==> src/design/pds_pkg.sv <==
package pds_pkg;

  localparam int unsigned CntW = 16;

  typedef enum logic [1:0] {
    FUNC_TICK      = 2'd0,
    FUNC_START     = 2'd1,
    FUNC_START_MIN = 2'd2,
    FUNC_CONT      = 2'd3
  } func_e;

  typedef enum logic [1:0] {
    CFG_RUN_RELOAD      = 2'd0,
    CFG_EXIT_RUN_RELOAD = 2'd1,
    CFG_PREPARE_RELOAD  = 2'd2,
    CFG_WAKE_TIME       = 2'd3
  } cfg_idx_e;

  typedef enum logic [4:0] {
    PH_IDLE = 5'b00001,
    PH_RUN  = 5'b00010,
    PH_EXIT = 5'b00100,
    PH_PREP = 5'b01000,
    PH_GOTO = 5'b10000
  } phase_e;

  typedef enum logic [1:0] {
    SS_INIT = 2'd0,
    SS_RUN  = 2'd1,
    SS_PREP = 2'd2,
    SS_WAIT = 2'd3
  } sys_state_e;

  localparam logic [2:0] PHASE_CODE_IDLE = 3'd0;
  localparam logic [2:0] PHASE_CODE_RUN  = 3'd1;
  localparam logic [2:0] PHASE_CODE_EXIT = 3'd2;
  localparam logic [2:0] PHASE_CODE_PREP = 3'd3;
  localparam logic [2:0] PHASE_CODE_GOTO = 3'd4;

  localparam logic [CntW-1:0] RunReloadRst     = 16'd1;
  localparam logic [CntW-1:0] ExitRunReloadRst = 16'd0;
  localparam logic [CntW-1:0] PrepareReloadRst = 16'd0;
  localparam logic [CntW-1:0] WakeTimeRst      = 16'd15;

  typedef struct packed {
    logic [CntW-1:0] run_reload;
    logic [CntW-1:0] exit_run_reload;
    logic [CntW-1:0] prepare_reload;
    logic [CntW-1:0] wake_time;
  } cfg_t;

  typedef struct packed {
    func_e           func;
    logic [CntW-1:0] run_time;
    logic            exit_run_ok;
    logic            prepare_ok;
    logic            goto_ok;
    logic            continue_ok;
  } item_t;

  typedef struct packed {
    sys_state_e      sys_state;
    logic [2:0]      phase;
    logic            enter_power_down;
    logic [CntW-1:0] wake_seconds;
  } res_t;

  function automatic logic [2:0] phase_code(phase_e ph);
    logic [2:0] code;
    code = PHASE_CODE_IDLE;
    unique case (ph)
      PH_IDLE: code = PHASE_CODE_IDLE;
      PH_RUN:  code = PHASE_CODE_RUN;
      PH_EXIT: code = PHASE_CODE_EXIT;
      PH_PREP: code = PHASE_CODE_PREP;
      PH_GOTO: code = PHASE_CODE_GOTO;
      default: code = PHASE_CODE_IDLE;
    endcase
    return code;
  endfunction

endpackage

==> src/design/pds_if.sv <==
interface pds_in_if;
  logic        valid;
  logic        ready;
  logic [1:0]  func;
  logic [15:0] run_time;
  logic        exit_run_ok;
  logic        prepare_ok;
  logic        goto_ok;
  logic        continue_ok;

  modport source (output valid, func, run_time, exit_run_ok, prepare_ok, goto_ok,
                  continue_ok, input ready);
  modport sink (input valid, func, run_time, exit_run_ok, prepare_ok, goto_ok,
                continue_ok, output ready);
endinterface

interface pds_out_if;
  logic        valid;
  logic        ready;
  logic [1:0]  sys_state;
  logic [2:0]  phase;
  logic        enter_power_down;
  logic [15:0] wake_seconds;

  modport source (output valid, sys_state, phase, enter_power_down, wake_seconds,
                  input ready);
  modport sink (input valid, sys_state, phase, enter_power_down, wake_seconds,
                output ready);
endinterface

==> src/design/pds_cfg.sv <==
module pds_cfg (
  input  logic                  clk_i,
  input  logic                  rst_ni,
  input  logic                  cfg_we_i,
  input  logic [1:0]            cfg_idx_i,
  input  logic [15:0]           cfg_data_i,
  output pds_pkg::cfg_t         cfg_o
);
  import pds_pkg::*;

  cfg_t cfg_q, cfg_d;

  always_comb begin
    cfg_d = cfg_q;
    if (cfg_we_i) begin
      unique case (cfg_idx_e'(cfg_idx_i))
        CFG_RUN_RELOAD:      cfg_d.run_reload      = cfg_data_i;
        CFG_EXIT_RUN_RELOAD: cfg_d.exit_run_reload = cfg_data_i;
        CFG_PREPARE_RELOAD:  cfg_d.prepare_reload  = cfg_data_i;
        CFG_WAKE_TIME:       cfg_d.wake_time       = cfg_data_i;
        default:             cfg_d = cfg_q;
      endcase
    end
  end

  always_ff @(posedge clk_i or negedge rst_ni) begin
    if (!rst_ni) begin
      cfg_q.run_reload      <= RunReloadRst;
      cfg_q.exit_run_reload <= ExitRunReloadRst;
      cfg_q.prepare_reload  <= PrepareReloadRst;
      cfg_q.wake_time       <= WakeTimeRst;
    end else begin
      cfg_q <= cfg_d;
    end
  end

  assign cfg_o = cfg_q;

endmodule

==> src/design/pds_core.sv <==
module pds_core (
  input  logic           clk_i,
  input  logic           rst_ni,
  input  logic           adv_i,
  input  pds_pkg::item_t item_i,
  input  pds_pkg::cfg_t  cfg_i,
  output pds_pkg::res_t  res_o
);
  import pds_pkg::*;

  phase_e          phase_q, phase_d;
  sys_state_e      sys_q, sys_d;
  logic [CntW-1:0] run_cnt_q, run_cnt_d;
  logic [CntW-1:0] exit_cnt_q, exit_cnt_d;
  logic [CntW-1:0] prep_cnt_q, prep_cnt_d;
  logic            start_ok;
  logic            goto_hit;

  assign start_ok = (phase_q == PH_IDLE) || (phase_q == PH_RUN) || (phase_q == PH_EXIT);

  always_comb begin
    phase_d    = phase_q;
    sys_d      = sys_q;
    run_cnt_d  = run_cnt_q;
    exit_cnt_d = exit_cnt_q;
    prep_cnt_d = prep_cnt_q;
    goto_hit   = 1'b0;
    unique case (item_i.func)
      FUNC_START: begin
        if (start_ok) begin
          run_cnt_d = cfg_i.run_reload;
          phase_d   = PH_RUN;
        end
      end
      FUNC_START_MIN: begin
        if (start_ok) begin
          if (run_cnt_q < item_i.run_time) run_cnt_d = item_i.run_time;
          phase_d = PH_RUN;
        end
      end
      FUNC_CONT: begin
        if (item_i.continue_ok) begin
          phase_d   = PH_RUN;
          run_cnt_d = cfg_i.run_reload;
        end
      end
      FUNC_TICK: begin
        unique case (phase_q)
          PH_RUN: begin
            sys_d = SS_RUN;
            if (run_cnt_q != '0) begin
              run_cnt_d = run_cnt_q - 1'b1;
            end else if (item_i.exit_run_ok) begin
              phase_d    = PH_EXIT;
              exit_cnt_d = cfg_i.exit_run_reload;
            end
          end
          PH_EXIT: begin
            if (exit_cnt_q != '0) begin
              exit_cnt_d = exit_cnt_q - 1'b1;
            end else begin
              sys_d = SS_PREP;
              if (item_i.prepare_ok) begin
                phase_d    = PH_PREP;
                prep_cnt_d = cfg_i.prepare_reload;
              end
            end
          end
          PH_PREP: begin
            if (prep_cnt_q != '0) begin
              prep_cnt_d = prep_cnt_q - 1'b1;
            end else begin
              sys_d = SS_WAIT;
              if (item_i.goto_ok) begin
                phase_d  = PH_GOTO;
                goto_hit = 1'b1;
              end
            end
          end
          PH_GOTO: goto_hit = 1'b1;
          default: goto_hit = 1'b0;
        endcase
        if (goto_hit && item_i.continue_ok) begin
          phase_d   = PH_RUN;
          run_cnt_d = cfg_i.run_reload;
        end
      end
      default: phase_d = phase_q;
    endcase
  end

  always_ff @(posedge clk_i or negedge rst_ni) begin
    if (!rst_ni) begin
      phase_q    <= PH_IDLE;
      sys_q      <= SS_INIT;
      run_cnt_q  <= RunReloadRst;
      exit_cnt_q <= '0;
      prep_cnt_q <= '0;
    end else if (adv_i) begin
      phase_q    <= phase_d;
      sys_q      <= sys_d;
      run_cnt_q  <= run_cnt_d;
      exit_cnt_q <= exit_cnt_d;
      prep_cnt_q <= prep_cnt_d;
    end
  end

  assign res_o.sys_state        = sys_d;
  assign res_o.phase            = phase_code(phase_d);
  assign res_o.enter_power_down = goto_hit;
  assign res_o.wake_seconds     = goto_hit ? cfg_i.wake_time : '0;

  a_pd_only_on_tick: assert property (@(posedge clk_i) disable iff (!rst_ni)
    adv_i && (item_i.func != FUNC_TICK) |-> !goto_hit)
    else $error("power-down request on a command");

  a_cmd_keeps_sys: assert property (@(posedge clk_i) disable iff (!rst_ni)
    adv_i && (item_i.func != FUNC_TICK) |=> $stable(sys_q))
    else $error("command changed system state");

  a_pd_stays_goto: assert property (@(posedge clk_i) disable iff (!rst_ni)
    adv_i && goto_hit && !item_i.continue_ok |=> phase_q == PH_GOTO)
    else $error("left goto phase without continue");

  a_goto_from_prep: assert property (@(posedge clk_i) disable iff (!rst_ni)
    adv_i && goto_hit |-> (phase_q == PH_PREP) || (phase_q == PH_GOTO))
    else $error("power-down request outside prepare or goto");

endmodule

==> src/design/power_down_sequencer.sv <==
// Staged power-down sequencer (idle, run, exit-run, prepare, goto). Each transfer on
// in_i is a tick or a command and yields exactly one transfer on out_o carrying the
// system state, the phase after the item, and a power-down request with the wake time.
// One item is accepted per clock cycle while out_o is not stalled; each item passes
// the input register, then sequencer logic into the result register. Configuration via
// cfg_we_i, cfg_idx_i and cfg_data_i, to be written only while no items are in flight.
module power_down_sequencer (
  input  logic              clk_i,
  input  logic              rst_ni,
  pds_in_if.sink            in_i,
  pds_out_if.source         out_o,
  input  logic              cfg_we_i,
  input  logic [1:0]        cfg_idx_i,
  input  logic [15:0]       cfg_data_i
);
  import pds_pkg::*;

  cfg_t  cfg;
  item_t item_q;
  res_t  res, res_q;
  logic  s1_vld_q, out_vld_q;
  logic  in_xfer, s2_ld;

  pds_cfg u_cfg (
    .clk_i      (clk_i),
    .rst_ni     (rst_ni),
    .cfg_we_i   (cfg_we_i),
    .cfg_idx_i  (cfg_idx_i),
    .cfg_data_i (cfg_data_i),
    .cfg_o      (cfg)
  );

  pds_core u_core (
    .clk_i  (clk_i),
    .rst_ni (rst_ni),
    .adv_i  (s2_ld),
    .item_i (item_q),
    .cfg_i  (cfg),
    .res_o  (res)
  );

  assign s2_ld      = s1_vld_q && (!out_vld_q || out_o.ready);
  assign in_i.ready = !s1_vld_q || s2_ld;
  assign in_xfer    = in_i.valid && in_i.ready;

  always_ff @(posedge clk_i or negedge rst_ni) begin
    if (!rst_ni) begin
      s1_vld_q  <= 1'b0;
      out_vld_q <= 1'b0;
    end else begin
      if (in_xfer) s1_vld_q <= 1'b1;
      else if (s2_ld) s1_vld_q <= 1'b0;
      if (s2_ld) out_vld_q <= 1'b1;
      else if (out_o.ready) out_vld_q <= 1'b0;
    end
  end

  always_ff @(posedge clk_i) begin
    if (in_xfer) begin
      item_q.func        <= func_e'(in_i.func);
      item_q.run_time    <= in_i.run_time;
      item_q.exit_run_ok <= in_i.exit_run_ok;
      item_q.prepare_ok  <= in_i.prepare_ok;
      item_q.goto_ok     <= in_i.goto_ok;
      item_q.continue_ok <= in_i.continue_ok;
    end
    if (s2_ld) res_q <= res;
  end

  assign out_o.valid            = out_vld_q;
  assign out_o.sys_state        = res_q.sys_state;
  assign out_o.phase            = res_q.phase;
  assign out_o.enter_power_down = res_q.enter_power_down;
  assign out_o.wake_seconds     = res_q.wake_seconds;

endmodule
==> src/flat_wrapper.sv <==
// flat-port wrapper written by rule: the top's interface ports become plain ports
module power_down_sequencer_flat import pds_pkg::*;
  (clk_i, rst_ni, cfg_we_i, cfg_idx_i, cfg_data_i, in_i_valid, in_i_func, in_i_run_time, in_i_exit_run_ok, in_i_prepare_ok, in_i_goto_ok, in_i_continue_ok, in_i_ready, out_o_valid, out_o_sys_state, out_o_phase, out_o_enter_power_down, out_o_wake_seconds, out_o_ready);
  pds_in_if in_i_i ();
  pds_out_if out_o_i ();
  input  logic clk_i;
  input  logic rst_ni;
  input  logic cfg_we_i;
  input  logic [1:0] cfg_idx_i;
  input  logic [15:0] cfg_data_i;
  input wire logic [$bits(in_i_i.valid)-1:0] in_i_valid;
  input wire logic [$bits(in_i_i.func)-1:0] in_i_func;
  input wire logic [$bits(in_i_i.run_time)-1:0] in_i_run_time;
  input wire logic [$bits(in_i_i.exit_run_ok)-1:0] in_i_exit_run_ok;
  input wire logic [$bits(in_i_i.prepare_ok)-1:0] in_i_prepare_ok;
  input wire logic [$bits(in_i_i.goto_ok)-1:0] in_i_goto_ok;
  input wire logic [$bits(in_i_i.continue_ok)-1:0] in_i_continue_ok;
  output wire logic [$bits(in_i_i.ready)-1:0] in_i_ready;
  output wire logic [$bits(out_o_i.valid)-1:0] out_o_valid;
  output wire logic [$bits(out_o_i.sys_state)-1:0] out_o_sys_state;
  output wire logic [$bits(out_o_i.phase)-1:0] out_o_phase;
  output wire logic [$bits(out_o_i.enter_power_down)-1:0] out_o_enter_power_down;
  output wire logic [$bits(out_o_i.wake_seconds)-1:0] out_o_wake_seconds;
  input wire logic [$bits(out_o_i.ready)-1:0] out_o_ready;
  assign in_i_i.valid = in_i_valid;
  assign in_i_i.func = in_i_func;
  assign in_i_i.run_time = in_i_run_time;
  assign in_i_i.exit_run_ok = in_i_exit_run_ok;
  assign in_i_i.prepare_ok = in_i_prepare_ok;
  assign in_i_i.goto_ok = in_i_goto_ok;
  assign in_i_i.continue_ok = in_i_continue_ok;
  assign in_i_ready = in_i_i.ready;
  assign out_o_valid = out_o_i.valid;
  assign out_o_sys_state = out_o_i.sys_state;
  assign out_o_phase = out_o_i.phase;
  assign out_o_enter_power_down = out_o_i.enter_power_down;
  assign out_o_wake_seconds = out_o_i.wake_seconds;
  assign out_o_i.ready = out_o_ready;
  power_down_sequencer u_core (.clk_i(clk_i), .rst_ni(rst_ni), .in_i(in_i_i), .out_o(out_o_i), .cfg_we_i(cfg_we_i), .cfg_idx_i(cfg_idx_i), .cfg_data_i(cfg_data_i));
endmodule
==> config.mk <==
export PLATFORM = sky130hd
export DESIGN_NAME = power_down_sequencer_flat
export DESIGN_NICKNAME = d
export VERILOG_FILES = /design/src/design/pds_pkg.sv /design/src/design/pds_if.sv /design/src/design/pds_cfg.sv /design/src/design/pds_core.sv /design/src/design/power_down_sequencer.sv /design/src/flat_wrapper.sv
export SDC_FILE = /design/constraint.sdc
export NUM_CORES = 1
export LEC_CHECK = 0
export ABC_AREA = 1
export BUFFER_PORTS_ARGS = -buffer_cell sky130_fd_sc_hd__buf_2
export CAP_MARGIN = 20
export CORE_MARGIN = 4
export CORE_UTILIZATION = 50
export DETAILED_ROUTE_END_ITERATION = 6
export GPL_TIMING_DRIVEN = 0
export PLACE_DENSITY = 0.68
export RECOVER_POWER = 50
export SLEW_MARGIN = 0
export SYNTH_ARGS = -nofsm -noshare
export SYNTH_HDL_FRONTEND = slang
export SYNTH_SLANG_ARGS = --single-unit
==> constraint.sdc <==
create_clock -name clk_i -period 2.7 [get_ports clk_i]
set_input_delay 0.405 -clock clk_i [delete_from_list [all_inputs] [get_ports clk_i]]
set_output_delay 0.405 -clock clk_i [all_outputs]
set_load 0.1 [all_outputs]
==> impl_metrics.env, run 1 <==
export IMPL_violations="max-capacitance violations, max-slew violations"
export IMPL_ir_worst_vdd_uv=511
export IMPL_hp_class="in -> reg"
export IMPL_place_worst_setup_slack_ps=101
export IMPL_antennaDiodeCount=0
export IMPL_cts_sinks=165
export IMPL_synth_largest_area_cell="dfrtp_1"
export IMPL_grt_pass1_wl_um=36500
export IMPL_synth_nets=1099
export IMPL_maxCapViolCount=1
export IMPL_syn_area_per_cell_sq_um=8.33
export IMPL_startpoint_type="flip-flop"
export IMPL_postLayoutSetupSlackWorst_ps=336
export IMPL_drv_slew=31
export IMPL_die_w_um=139
export IMPL_relSlewSlack_pct=-12.6
export IMPL_netlist_area_sq_um=8570
export IMPL_path_common_cell="nand2_1"
export IMPL_finalCritPeriodShare_pct=87.6
export IMPL_start_util_pct=51.3
export IMPL_finalHoldViolations=0
export IMPL_place_hpwl_um=16300
export IMPL_drive_gt1_share_pct=13.1
export IMPL_path_cells="inv_1 > ha_1 > buf_1 > nor2_1 > clkbuf_1 > nand2_1 > nand3_1 > nand2_1 > o21ai_0"
export IMPL_port_buffers=68
export IMPL_cts_buffers=17
export IMPL_first_pass_iters=6
export IMPL_grt_pass1_vias=7071
export IMPL_dieArea_sq_um=19300
export IMPL_synth_top_area_share_pct=33.3
export IMPL_nets=1188
export IMPL_ios=69
export IMPL_routed_wl_um=22300
export IMPL_remaining_drc_errors=0
export IMPL_viasPerCell=5.41
export IMPL_first_iter_violations=641
export IMPL_fmaxAchievable_ghz=0.423
export IMPL_fp_row_count=47
export IMPL_whs_ps=143
export IMPL_synth_area_leaders="dfrtp_1, edfxtp_1, nand2_1, o21ai_0, nor2_1"
export IMPL_cts_clk_slew_worst_paths_ps=70
export IMPL_yosysWarnings=0
export IMPL_crit_type="reg -> reg"
export IMPL_path_max_fanout=10
export IMPL_ys_types=43
export IMPL_cp_slowest_cell="clkbuf_1"
export IMPL_rsz0062_at_grt="no"
export IMPL_num_vias=7313
export IMPL_clk_latency_ps=430
export IMPL_postSynthCellCount=1029
export IMPL_cpPeakStageDelay_ps=470
export IMPL_synth_seq_cells=165
export IMPL_cp_arrival_ps=2700
export IMPL_grt_use_total_pct=23.6
export IMPL_antenna_found_initial=0
export IMPL_yosysSeqAreaShare_pct=50.9
export IMPL_path_buf_inv=3
export IMPL_die_h_um=139
export IMPL_postRouteAntennaNets=0
export IMPL_worst_pin_slew_ps=1690
export IMPL_setup_viol=0
export IMPL_status="finished, violations left"
export IMPL_required_ps=3040
export IMPL_h_tree_depth=4
export IMPL_grt_max_degree=92
export IMPL_cts_tree="yes"
export IMPL_cts_root_buf="clkbuf_16"
export IMPL_powerDensity_nw_per_um2=953
export IMPL_p_leak_nw=4.62
export IMPL_gr_total_overflow=0
export IMPL_power_w=0.00933
export IMPL_coreArea_sq_um=16700
export IMPL_ctsLongestPathBuffers=2
export IMPL_period_needed_ps=2360
export IMPL_gp_congestion=0.896
export IMPL_wire_per_inst_um=16.5
export IMPL_final_setup_skew_ps=10.9
export IMPL_end_kind="flip-flop"
export IMPL_path_delay_family="buffers and inverters"
export IMPL_area_growth_pct=14.3
registers in the layout (all words and copies together) (netlist names):
| signal | flops |
|---|---|
| u_core.out_o.valid | 1 |
| u_core.u_core.prep_cnt_q | 16 |
| u_core.out_o.wake_seconds | 16 |
| u_core.u_core.phase_q | 5 |
| u_core.item_q | 22 |
| u_core.out_o.enter_power_down | 1 |
| u_core.u_core.run_cnt_q | 16 |
| u_core.u_cfg.cfg_o | 64 |
| u_core.s1_vld_q | 1 |
| u_core.out_o.phase | 3 |
| u_core.u_core.sys_q | 2 |
| u_core.u_core.exit_cnt_q | 16 |
| u_core.out_o.sys_state | 2 |
cell usage after synthesis:
cell type    n
ha_1        25
buf_2        2
a22o_1       2
nor3b_1      1
o21ai_0    125
inv_4        1
nor2_2       6
nand3b_1     2
buf_4        3
dfrtp_1    114
nand4_4      1
o31ai_1      1
nand2_2      9
inv_1      108
clkbuf_1    24
inv_2        8
nand3_1     50
a31oi_1      9
a21o_1       1
buf_6        6
nand3_2      1
a21oi_1     31
nor2_1     109
a2bb2oi_1    3
nor2_4       3
or2_2        4
a21oi_2      1
nor3_2       1
o21a_1       1
a22oi_1      3
edfxtp_1    44
dfstp_2      7
a21oi_4      1
o211ai_1    13
nand2_1    236
xnor2_1      4
nand4_1      9
buf_1        2
o22ai_1      7
xor2_1      14
o21ai_1     29
nor3_1       7
a311oi_1     1
metal layers:
layer | up-vias | routed length [um] | GRT usage, %
met3 | 36 | 1560 | 5.21
li1 | 3566 | - | -
met1 | 3448 | 9820 | 32.8
met5 | - | 0 | 0
met4 | 0 | 361 | 6.39
met2 | 263 | 10500 | 37.8
final timing paths:
path | from | endpoint | slack (ps) | cells past startpoint
worst min register to register | u_core.u_cfg.cfg_o[21]$_DFFE_PN0P_ | u_core.u_cfg.cfg_o[21]$_DFFE_PN0P_ | 480 | 2
min in group asynchronous | rst_ni | u_core.u_core.run_cnt_q[7]$_DFFE_PN0P_ | 1080 | 2
worst max register to register | u_core.item_q[20]$_DFFE_PP_ | u_core.u_core.run_cnt_q[14]$_DFFE_PN0P_ | 340 | 9
max in group asynchronous | rst_ni | u_core.u_cfg.cfg_o[0]$_DFFE_PN1P_ | 430 | 3
worst min-delay path | in_i_run_time[7] | u_core.item_q[11]$_DFFE_PP_ | 140 | 1
worst max-delay path | u_core.item_q[20]$_DFFE_PP_ | u_core.u_core.run_cnt_q[14]$_DFFE_PN0P_ | 340 | 9
cell type report:
| class | count | area (sq um) |
|---|---|---|
| Multi-Input combinational cell | 710 | 3570 |
| Sequential cell | 165 | 4360 |
| Tap cell | 220 | 275 |
| Clock inverter | 15 | 146 |
| Timing Repair Buffer | 70 | 377 |
| Inverter | 117 | 442 |
| Clock buffer | 17 | 425 |
| Fill cell | 1513 | 6910 |
| Buffer | 37 | 200 |
report_power, final:
part           internal (W)  switching, W  total (W)  leakage, nW
sequential          0.00321      0.000517    0.00373         1.91
combinational       0.00104       0.00220    0.00324         2.43
clock               0.00130       0.00107    0.00237        0.277
cell families (layout without fill, tap and decap cells):
kind of cell	after synthesis	count (layout)	synth area share, %
adders and majority gates	25	25	3.65
AOI/OAI and AO/OA	228	228	14.5
buffers and inverters	154	256	7.46
xor gates and xnor gates	18	18	1.84
and+or+nand+nor	439	439	21.6
DFF	165	165	50.9
metrics by stage:
stage               setup TNS, ps  area, sq um  cells  util (%)
floorplan                       0         8570   1029         -
global placement           -47260         9190   1317      55.0
detailed placement              0         9220   1318      55.2
CTS                             0         9800   1351      58.7
global route                    0         9790   1351      58.6
finish                          0         9790   1351      58.6
layout by cell type, fill, tap and decap left out, types with 3 or more instances in the layout:
cell / n
xor2_1: 14
buf_6: 6
o211ai_1: 13
ha_1: 25
inv_1: 108
edfxtp_1: 44
nand2_1: 236
clkbuf_16: 17
a21oi_1: 31
o22ai_1: 7
nand3_1: 50
clkbuf_1: 29
nor2_1: 109
nand4_1: 9
a2bb2oi_1: 3
buf_2: 64
nor3_1: 7
o21ai_0: 125
dfstp_2: 7
o21ai_1: 29
nand2_2: 9
xnor2_1: 4
buf_4: 3
inv_6: 3
dfrtp_1: 114
nor2_4: 3
a31oi_1: 9
nor2_2: 6
or2_2: 4
a22oi_1: 3
inv_2: 8
inv_8: 4
repair_timing:
action | in CTS | in global routing
hold buffers | 1 | 0
gates resized for setup | 0 | 1
buffers inserted | 0 | 0
endpoints found under the hold margin | 30 | 0
endpoints found under the setup margin | 0 | 6
Note: power is estimated with default switching activity, not from simulation.
==> run 2: changes to the inputs <==
Settings changed: REMOVE_ABC_BUFFERS from default to 1.
==> run 2 against run 1 <==
Compared with the run above: the run now ends clean; count of clock-buffer cells in the layout unchanged; largest power group unchanged; hold slack about the same; critical endpoint is now u_core.u_core.run_cnt_q[12]$_DFFE_PN0P_; die area unchanged; register-to-register slack got worse by 30 ps; sequential power about the same; largest cell class unchanged; non-clock buffer count decreased by 24; fmax decreased by 1.1%.
==> impl_metrics.env, run 2 (synthesized netlist as in run 1, its figures left out) <==
export IMPL_status="finished, final reports clean"
export IMPL_place_hpwl_um=14200
export IMPL_fp_row_count=47
export IMPL_crit_type="reg -> reg"
export IMPL_finalCritPeriodShare_pct=88.5
export IMPL_setup_viol=0
export IMPL_cts_root_buf="clkbuf_16"
export IMPL_dieArea_sq_um=19300
export IMPL_gr_total_overflow=0
export IMPL_remaining_drc_errors=0
export IMPL_coreArea_sq_um=16700
export IMPL_end_kind="flip-flop"
export IMPL_first_iter_violations=594
export IMPL_wire_per_inst_um=15.9
export IMPL_clk_latency_ps=430
export IMPL_die_h_um=139
export IMPL_maxCapViolCount=0
export IMPL_antennaDiodeCount=0
export IMPL_worst_pin_slew_ps=1440
export IMPL_cp_arrival_ps=2750
export IMPL_grt_pass1_vias=6590
export IMPL_rsz0062_at_grt="no"
export IMPL_largest_reg_flops=64
export IMPL_relSlewSlack_pct=3.68
export IMPL_first_pass_iters=5
export IMPL_path_max_fanout=29
export IMPL_fin_area_sq_um=9850
export IMPL_area_growth_pct=14.9
export IMPL_cts_tree="yes"
export IMPL_required_ps=3060
export IMPL_final_core_util_pct=59.0
export IMPL_fmaxAchievable_ghz=0.418
export IMPL_viasPerCell=5.35
export IMPL_routed_wl_um=21100
export IMPL_num_vias=7108
export IMPL_ctsLongestPathBuffers=2
export IMPL_final_cell_mix="nand2_1, o21ai_0, dfrtp_1, nor2_1, inv_1"
export IMPL_p_leak_nw=4.62
export IMPL_antenna_found_initial=0
export IMPL_nets=1166
export IMPL_grt_max_degree=69
export IMPL_startpoint_type="flip-flop"
export IMPL_period_needed_ps=2390
export IMPL_hp_class="in -> reg"
export IMPL_finalHoldViolations=0
export IMPL_die_w_um=139
export IMPL_cts_buffers=17
export IMPL_postRouteAntennaNets=0
export IMPL_drv_slew=0
export IMPL_cts_sinks=165
export IMPL_ios=69
export IMPL_final_common_cell="nand2_1"
export IMPL_port_buffers=68
export IMPL_start_util_pct=51.3
export IMPL_powerDensity_nw_per_um2=977
export IMPL_grt_use_total_pct=22.3
export IMPL_place_area_sq_um=9060
export IMPL_drive_gt1_share_pct=14.2
export IMPL_ir_worst_vdd_uv=587
export IMPL_grt_pass1_wl_um=34600
export IMPL_h_tree_depth=4
export IMPL_cts_clk_slew_worst_paths_ps=80
export IMPL_whs_ps=143
export IMPL_final_setup_skew_ps=15.8
export IMPL_gp_congestion=0.887
run 2: changes by cell type in the layout (fill, tap and decap cells not counted), moves of 3 or more:
cell and delta:
clkbuf_1 -22, buf_4 +5, buf_6 -5, clkinv_8 +3
run 2: report_power, final:
group          total, W  switching (W)  internal, W
clock network   0.00258        0.00115      0.00143
logic           0.00332        0.00224      0.00108
registers       0.00372       0.000519      0.00321
run 2: cell type report:
type	count	area, sq um
repair buffers	83	498
well taps	220	275
fillers	1544	6860
multi-input cells	712	3640
inverters	117	450
clock buffers	17	425
flip-flops and latches	165	4360
clock inverters	15	203
run 2: repair_timing:
action	4_1_cts	5_1_grt
resized for setup	4	9
gates cloned	2	0
endpoints found under the setup margin	43	32
pin swaps	1	2
endpoints found under the hold margin	49	0
hold buffers	1	0
setup buffers	3	6
run 2: worst paths after layout:
kind / cells after the start / slack (ps) / start / to
max: 12 / 310 / u_core.u_core.phase_q[4]$_DFFE_PN0P_ / u_core.u_core.run_cnt_q[12]$_DFFE_PN0P_
min: 1 / 140 / in_i_run_time[2] / u_core.item_q[6]$_DFFE_PP_
min reg2reg: 2 / 490 / u_core.u_cfg.cfg_o[38]$_DFFE_PN0P_ / u_core.u_cfg.cfg_o[38]$_DFFE_PN0P_
min in group asynchronous: 2 / 850 / rst_ni / u_core.u_core.run_cnt_q[7]$_DFFE_PN0P_
max in group asynchronous: 3 / 830 / rst_ni / u_core.u_cfg.cfg_o[0]$_DFFE_PN1P_
max reg2reg: 12 / 310 / u_core.u_core.phase_q[4]$_DFFE_PN0P_ / u_core.u_core.run_cnt_q[12]$_DFFE_PN0P_
run 2: critical path, stage by stage (launching register included):
cell and delay, ps:
dfrtp_1 440, inv_2 140, nand2_1 170, nor2_4 180, buf_12 140, nand4_4 140, nand2_2 160, nand2_8 150
nand3_2 110, nand2_2 100, a21oi_4 410, nand2_1 110, nand2_1 70
run 2: metal layers:
| metal | GRT usage (%) | vias to the layer above | wire, um |
|---|---|---|---|
| li1 | - | 3540 | - |
| met1 | 32.8 | 3357 | 10100 |
| met2 | 33.7 | 179 | 9640 |
| met3 | 4.76 | 32 | 1080 |
| met4 | 5.77 | 0 | 284 |
| met5 | 0 | - | 0 |
run 2: per-stage QoR:
stage	TNS [ps]	std cells	setup slack (ps)	total power [W]
6_report	0	1329	310	0.00962
5_1_grt	0	1329	20.4	0.0103
4_1_cts	0	1321	26.4	0.00953
3_5_place_dp	-8220	1283	-413	0.00687
3_3_place_gp	-61250	1280	-463	0.00678
2_1_floorplan	-4320	992	-166	0.00608
